**config.mk**
```make
export PLATFORM = sky130hd
export DESIGN_NAME = serial_frame_receiver_checksum_core
export DESIGN_NICKNAME = d
export VERILOG_FILES = /design/src/hw/rtl/sfrc_pkg.sv /design/src/hw/rtl/serial_frame_receiver_checksum_core.sv /design/src/hw/rtl/sfrc_in_reg.sv /design/src/hw/rtl/sfrc_parser.sv /design/src/hw/rtl/sfrc_out_reg.sv
export SDC_FILE = /design/constraint.sdc
export NUM_CORES = 1
export LEC_CHECK = 0
export ABC_AREA = 1
export BUFFER_PORTS_ARGS = -buffer_cell sky130_fd_sc_hd__buf_2
export CORE_ASPECT_RATIO = 0.9
export CORE_MARGIN = 2
export CORE_UTILIZATION = 60
export DETAILED_ROUTE_END_ITERATION = 12
export PLACE_DENSITY = 0.81
export REMOVE_ABC_BUFFERS = 1
export SETUP_SLACK_MARGIN = 0.15
export SYNTH_ARGS = -nofsm -noshare
export SYNTH_HDL_FRONTEND = slang
export SYNTH_SLANG_ARGS = --single-unit
export TNS_END_PERCENT = 1
```
**constraint.sdc**
```tcl
create_clock -name clk_i -period 6.4 [get_ports clk_i]
set_clock_uncertainty 0.2 [all_clocks]
set_input_delay 1.28 -clock clk_i [delete_from_list [all_inputs] [get_ports clk_i]]
set_output_delay 1.28 -clock clk_i [all_outputs]
set_load 0.02 [all_outputs]
```
**src/hw/rtl/sfrc_pkg.sv**
```systemverilog
// Package for the serial frame receiver with checksum.
// Holds the item and result structs, header bytes and byte position codes.
// No dependencies.
`timescale 1ns / 1ps

package sfrc_pkg;

  localparam int unsigned POS_W = 17;

  localparam logic [7:0] HDR_FIRST  = 8'hFF;
  localparam logic [7:0] HDR_SECOND = 8'hF1;

  localparam logic [15:0] TIMEOUT_RESET = 16'd100;
  localparam logic [15:0] IDLE_MAX      = 16'hFFFF;

  localparam logic KIND_BYTE = 1'b0;
  localparam logic KIND_TICK = 1'b1;

  // byte position within the frame; idle means no frame in progress
  localparam logic [POS_W-1:0] POS_IDLE    = 17'd0;
  localparam logic [POS_W-1:0] POS_HDR2    = 17'd1;
  localparam logic [POS_W-1:0] POS_CMD     = 17'd2;
  localparam logic [POS_W-1:0] POS_LEN_HI  = 17'd3;
  localparam logic [POS_W-1:0] POS_LEN_LO  = 17'd4;
  localparam logic [POS_W-1:0] POS_PAYLOAD = 17'd5;

  typedef struct packed {
    logic       kind;
    logic [7:0] rx_byte;
  } sfrc_in_t;

  typedef struct packed {
    logic [7:0]  command;
    logic [7:0]  payload_byte;
    logic [15:0] payload_index;
    logic [15:0] payload_length;
    logic        frame_end;
    logic        checksum_ok;
  } sfrc_out_t;

endpackage

```
**src/hw/rtl/serial_frame_receiver_checksum_core.sv**
```systemverilog
// Top level of the serial frame receiver with additive checksum.
// Depends on sfrc_pkg, sfrc_in_reg, sfrc_parser and sfrc_out_reg.
`timescale 1ns / 1ps

// Takes one item per cycle while not stalled (a UART byte or a time tick) and
// parses frames of the form FF F1, command, 16-bit big-endian length, payload,
// checksum. Each payload byte comes out as one result; the checksum byte gives
// an end result whose checksum_ok flag tells the consumer whether to keep the
// frame. Ticks and header bytes give no result; a dropped frame gives no end
// result. An accepted item is held in the input register until it steps through
// the parser, which loads its result into the result register and updates the
// frame state; items without a result step even while the output side stalls.
// rx_timeout_ticks (timeout_q) is written through cfg_we_i/cfg_wdata_i; the user
// must write it only while idle, as the block itself does not enforce this.

module serial_frame_receiver_checksum_core import sfrc_pkg::*; (
  input  logic        clk_i,
  input  logic        rst_ni,
  input  logic        in_valid_i,
  output logic        in_stall_o,
  input  sfrc_in_t    in_data_i,
  output logic        out_valid_o,
  input  logic        out_stall_i,
  output sfrc_out_t   out_data_o,
  input  logic        cfg_we_i,
  input  logic [15:0] cfg_wdata_i
);

  logic [15:0] timeout_q;
  logic        item_valid;
  sfrc_in_t    item;
  logic        res_valid;
  sfrc_out_t   res;
  logic        out_ready;
  logic        step;

  always_ff @(posedge clk_i or negedge rst_ni) begin
    if (!rst_ni) begin
      timeout_q <= TIMEOUT_RESET;
    end else if (cfg_we_i) begin
      timeout_q <= cfg_wdata_i;
    end
  end

  // items without a result never wait for the output side
  assign step = item_valid && (!res_valid || out_ready);

  sfrc_in_reg u_in_reg (
    .clk_i   (clk_i),
    .rst_ni  (rst_ni),
    .valid_i (in_valid_i),
    .stall_o (in_stall_o),
    .data_i  (in_data_i),
    .take_i  (step),
    .valid_o (item_valid),
    .data_o  (item)
  );

  sfrc_parser u_parser (
    .clk_i       (clk_i),
    .rst_ni      (rst_ni),
    .item_i      (item),
    .step_i      (step),
    .timeout_i   (timeout_q),
    .res_valid_o (res_valid),
    .res_o       (res)
  );

  sfrc_out_reg u_out_reg (
    .clk_i   (clk_i),
    .rst_ni  (rst_ni),
    .load_i  (step && res_valid),
    .data_i  (res),
    .ready_o (out_ready),
    .valid_o (out_valid_o),
    .stall_i (out_stall_i),
    .data_o  (out_data_o)
  );

endmodule

```
**src/hw/rtl/sfrc_in_reg.sv**
```systemverilog
// Input register for the frame receiver: holds one accepted item.
// Depends on sfrc_pkg.
`timescale 1ns / 1ps

module sfrc_in_reg import sfrc_pkg::*; (
  input  logic     clk_i,
  input  logic     rst_ni,
  input  logic     valid_i,
  output logic     stall_o,
  input  sfrc_in_t data_i,
  input  logic     take_i,
  output logic     valid_o,
  output sfrc_in_t data_o
);

  logic     valid_q, valid_d;
  sfrc_in_t data_q;
  logic     accept;

  // full and not drained this cycle
  assign stall_o = valid_q && !take_i;
  assign accept  = valid_i && !stall_o;

  always_comb begin
    valid_d = valid_q;
    if (accept) begin
      valid_d = 1'b1;
    end else if (take_i) begin
      valid_d = 1'b0;
    end
  end

  always_ff @(posedge clk_i or negedge rst_ni) begin
    if (!rst_ni) begin
      valid_q <= 1'b0;
    end else begin
      valid_q <= valid_d;
    end
  end

  always_ff @(posedge clk_i) begin
    if (accept) begin
      data_q <= data_i;
    end
  end

  assign valid_o = valid_q;
  assign data_o  = data_q;

endmodule

```
**src/hw/rtl/sfrc_parser.sv**
```systemverilog
// Frame parser: frame state registers and the per-item step logic.
// Depends on sfrc_pkg.
`timescale 1ns / 1ps

module sfrc_parser import sfrc_pkg::*; (
  input  logic        clk_i,
  input  logic        rst_ni,
  input  sfrc_in_t    item_i,
  input  logic        step_i,
  input  logic [15:0] timeout_i,
  output logic        res_valid_o,
  output sfrc_out_t   res_o
);

  logic [POS_W-1:0] pos_q, pos_d;
  logic [7:0]       cmd_q, cmd_d;
  logic [15:0]      len_q, len_d;
  logic [7:0]       sum_q, sum_d;
  logic [15:0]      idle_q, idle_d;

  always_comb begin
    logic [15:0]      idle_inc;
    logic [POS_W-1:0] idx;
    logic [7:0]       b;

    pos_d  = pos_q;
    cmd_d  = cmd_q;
    len_d  = len_q;
    sum_d  = sum_q;
    idle_d = idle_q;
    b      = item_i.rx_byte;
    idx    = pos_q - POS_PAYLOAD;
    idle_inc = (idle_q == IDLE_MAX) ? idle_q : idle_q + 16'd1;

    res_valid_o          = (item_i.kind == KIND_BYTE) && (pos_q >= POS_PAYLOAD);
    res_o.command        = cmd_q;
    res_o.payload_length = len_q;
    res_o.payload_byte   = 8'd0;
    res_o.payload_index  = 16'd0;
    res_o.frame_end      = 1'b0;
    res_o.checksum_ok    = 1'b0;

    if (item_i.kind == KIND_TICK) begin
      idle_d = idle_inc;
      if (pos_q != POS_IDLE && idle_inc > timeout_i) begin
        pos_d = POS_IDLE;
        sum_d = 8'd0;
      end
    end else if (pos_q == POS_IDLE) begin
      // stray bytes while idle are ignored
      if (b == HDR_FIRST) begin
        sum_d  = b;
        pos_d  = POS_HDR2;
        idle_d = 16'd0;
      end
    end else if (pos_q == POS_HDR2) begin
      if (b == HDR_SECOND) begin
        sum_d  = sum_q + b;
        pos_d  = POS_CMD;
        idle_d = 16'd0;
      end else begin
        pos_d = POS_IDLE;
        sum_d = 8'd0;
      end
    end else if (pos_q < POS_PAYLOAD) begin
      if (pos_q == POS_CMD) begin
        cmd_d = b;
      end else if (pos_q == POS_LEN_HI) begin
        len_d = {b, 8'd0};
      end else begin
        len_d = {len_q[15:8], b};
      end
      sum_d  = sum_q + b;
      pos_d  = pos_q + 17'd1;
      idle_d = 16'd0;
    end else if (idx < {1'b0, len_q}) begin
      res_o.payload_byte  = b;
      res_o.payload_index = idx[15:0];
      sum_d  = sum_q + b;
      pos_d  = pos_q + 17'd1;
      idle_d = 16'd0;
    end else begin
      // checksum byte closes the frame
      res_o.frame_end   = 1'b1;
      res_o.checksum_ok = (b == sum_q);
      pos_d  = POS_IDLE;
      sum_d  = 8'd0;
      idle_d = 16'd0;
    end
  end

  always_ff @(posedge clk_i or negedge rst_ni) begin
    if (!rst_ni) begin
      pos_q  <= POS_IDLE;
      cmd_q  <= 8'd0;
      len_q  <= 16'd0;
      sum_q  <= 8'd0;
      idle_q <= 16'd0;
    end else if (step_i) begin
      pos_q  <= pos_d;
      cmd_q  <= cmd_d;
      len_q  <= len_d;
      sum_q  <= sum_d;
      idle_q <= idle_d;
    end
  end

endmodule

```
**src/hw/rtl/sfrc_out_reg.sv**
```systemverilog
// Result register for the frame receiver, drives the output channel.
// Depends on sfrc_pkg.
`timescale 1ns / 1ps

module sfrc_out_reg import sfrc_pkg::*; (
  input  logic      clk_i,
  input  logic      rst_ni,
  input  logic      load_i,
  input  sfrc_out_t data_i,
  output logic      ready_o,
  output logic      valid_o,
  input  logic      stall_i,
  output sfrc_out_t data_o
);

  logic      valid_q, valid_d;
  sfrc_out_t data_q;

  assign ready_o = !valid_q || !stall_i;

  always_comb begin
    valid_d = valid_q;
    if (load_i) begin
      valid_d = 1'b1;
    end else if (valid_q && !stall_i) begin
      valid_d = 1'b0;
    end
  end

  always_ff @(posedge clk_i or negedge rst_ni) begin
    if (!rst_ni) begin
      valid_q <= 1'b0;
    end else begin
      valid_q <= valid_d;
    end
  end

  always_ff @(posedge clk_i) begin
    if (load_i) begin
      data_q <= data_i;
    end
  end

  assign valid_o = valid_q;
  assign data_o  = data_q;

endmodule

```
==> impl_metrics.yaml <==
clocking:
  cts_sinks: 142
  cts_tree: "built"
  cts_buffer_depth: 2
  clockRootBuffer: "clkbuf_16"
  h-tree-depth: 4
  cts_hold_buf: 0
  cts_repair_resize_count: 0
  clkLatencyLatePin_ns: 0.43
  postCtsSetupBuffers: 0
  clk_pin_slew_ns: 0.06
  cts_buffers: 17
worst_setup_path:
  slowest_delay_ns: 0.80
  end_kind: "register"
  crit_type: "reg -> reg"
  arrival_ns: 4.71
  critPathRequiredTime_ns: 6.52
  crit_top_cell: "nand2_1"
  cp_max_fo: 31
  cp_cell_sequence: "ha_1, nand2_1, nor2_2, nand3_1, nor2_1, nand4_1, nor2_2, nor3_1, xor2_1, ha_1, nand2_1, nor3_1, nand2_1, nand2_1, a21oi_1, nor2_2, inv_1, nand2_1, nand2_1"
  crit_family: "simple AND/OR/NAND/NOR gates"
  worst_path_max_delay_cell: "nor2_2"
  crit_buf_inv: 1
  cp-start-kind: "register"
die:
  die-area_mm2: 0.01417
  io-pin-count: 82
  coreArea_mm2: 0.01278
  die_x_um: 125.2
  die_h_um: 113.1
  rows: 39
  start_util_pct: 62.09
timing:
  finalCritPeriodShare_pct: 71.66
  worstMarginPinSlew_ns: 1.209
  rsz0062_at_grt: "no"
  slew_violations: 0
  max_freq_mhz: 218.0
  max_slew_margin_pct: 19.13
  tns_ns: 0
  setup_viol: 0
  hold_viol_final: 0
  min_period_ns: 4.586
global_routing:
  grt_pass1_vias: 6197
  globalRouteOverflowTotal: 0
  grt_pass1_wl_mm: 30.89
  grt_max_degree: 84
  grt_util_all_layers_pct: 27.81
  antenna_found_initial: 0
synth:
  syn_avg_cell_area_um2: 8.526
  synth_edf_count: 59
  synth_cells: 931
  yosys.area.top_type_share_pct: 25.22
  synth-seq-area-share_pct: 48.53
  syn_area_mm2: 0.007938
  async_flop_share_pct: 58.45
  yosys.area.top_type: "dfrtp_1"
  yosysUniqueCellTypes: 45
  ys_seq_elements: 142
  synthTopCellsByArea: "dfrtp_1, edfxtp_1, nand2_1, ha_1, inv_1"
  yosys_most_used_dff: "dfrtp_1"
  ys_top_cells_by_count: "nand2_1, inv_1, nor2_1, dfrtp_1, edfxtp_1"
  synth.most_common_cell: "nand2_1"
  yosysWarnings: 0
job:
  maxCapViolations: 0
drt:
  antenna_left: 0
  first_pass_iters: 5
  drc: 0
  routed_via_density: 5.500
  dr.first_iter.drc_count: 714
  routedWlPerCell_um: 15.60
  routed_wirelength_mm: 18.52
  num_vias: 6529
power_and_ir_drop:
  p_total_w: 0.003234
  leakagePower_nw: 4.408
  peakVddDrop_mv: 0.2421
  powerDensity_mw_per_mm2: 358.1
placement:
  gp_congestion: 0.9444
  port-buffer-count: 81
  hpwl_mm: 13.09
final_layout:
  drive_gt1_share_pct: 16.42
  nNetsFinal: 1085
  areaGrowthSynthToFinish_pct: 13.79
  num_antenna_cells: 0
hold_path:
  hold_path.class: "reg -> reg"
status:
  status: "finished, final reports clean"
logic make-up after synthesis:
family                   Yosys count  share of synthesized area (%)
AND/OR/NAND/NOR                  478                          27.08
flip-flops                       142                          48.53
buffers and inverters            141                          7.519
AO/OA/AOI/OAI                    100                          6.888
adder cells (fa/ha/maj)           45                          7.188
XOR/XNOR                          24                          2.648
multiplexers                       1                         0.1419
registers in the layout (all words and copies together), names as in the netlist:
register	count
u_out_reg.valid_o	1
u_parser.sum_q	8
u_parser.pos_q	17
u_in_reg.data_o	9
u_parser.len_q	16
u_out_reg.data_o	50
u_parser.cmd_q	8
u_parser.idle_q	16
u_in_reg.valid_o	1
timeout_q	16
worst register-to-register path, stage by stage (launching register included):
cell and delay, ns:
dfrtp_1 0.39, ha_1 0.19, nand2_1 0.08, nor2_2 0.14, nand3_1 0.13, nor2_1 0.15, nand4_1 0.16, nor2_2 0.30
nor3_1 0.10, xor2_1 0.17, ha_1 0.31, nand2_1 0.07, nor3_1 0.38, nand2_1 0.11, nand2_1 0.07, a21oi_1 0.09
nor2_2 0.80, inv_1 0.42, nand2_1 0.16, nand2_1 0.06
layout make-up:
type                    count  area, um2
flip-flops and latches    142       3852
fillers                   987       3752
multi-input cells         648       3488
inverters                 120      457.9
clock buffers              18      429.2
repair buffers             81      407.9
well taps                 164      205.2
clock inverters            14      191.4
layer usage:
layer	track usage (%)	share of wire, %	vias to the layer above
met1	39.24	45	3064
met4	10.59	2.1	0
li1	-	-	3180
met2	42.21	45	254
met3	6.667	7.8	31
met5	0	0	-
stage by stage:
| stage | utilization, % | hold slack [ns] | cell area (um2) | std cells | setup WS (ns) |
|---|---|---|---|---|---|
| after global placement | 65.80 | 0.2237 | 8412 | 1155 | 2.029 |
| after global routing | 70.65 | 0.2668 | 9032 | 1187 | 1.374 |
| after CTS | 70.65 | 0.2453 | 9032 | 1187 | 1.896 |
| final | 70.65 | 0.2488 | 9032 | 1187 | 1.814 |
| after floorplan | - | 0.2186 | 7799 | 910 | 2.752 |
| after detailed placement | 65.80 | 0.2246 | 8412 | 1155 | 1.937 |
placed cells by master (no fill, tap or decap), drive strengths merged, types with 18 or more instances in the layout:
cell / Yosys / final
buf: 18 / 81
dfrtp: 80 / 80
nand3: 41 / 41
nor3: 30 / 30
a21oi: 40 / 40
nor2: 99 / 99
xor2: 21 / 21
nand4: 18 / 18
clkbuf: 3 / 18
nand2: 283 / 283
ha: 44 / 44
edfxtp: 59 / 59
o21ai: 54 / 54
inv: 118 / 120
power by group:
part,switching (W),internal (W)
clock,0.000390,0.000652
combinational,0.000644,0.000311
sequential,0.000111,0.00113
total,0.00114,0.00209
worst paths after layout:
path                                     from              endpoint  slack (ns)  depth (start not counted)
max                        u_parser.idle_q[1]     u_parser.sum_q[4]        1.81                         19
min                         u_parser.cmd_q[1]  u_out_reg.data_o[43]        0.25                          0
max reg2reg                u_parser.idle_q[1]     u_parser.sum_q[4]        1.81                         19
min reg2reg                 u_parser.cmd_q[1]  u_out_reg.data_o[43]        0.25                          0
max in group asynchronous              rst_ni    u_parser.len_q[11]        4.49                          1
min in group asynchronous              rst_ni     u_parser.cmd_q[4]        0.84                          1
No activity file was read; power rests on OpenSTA's default activity.
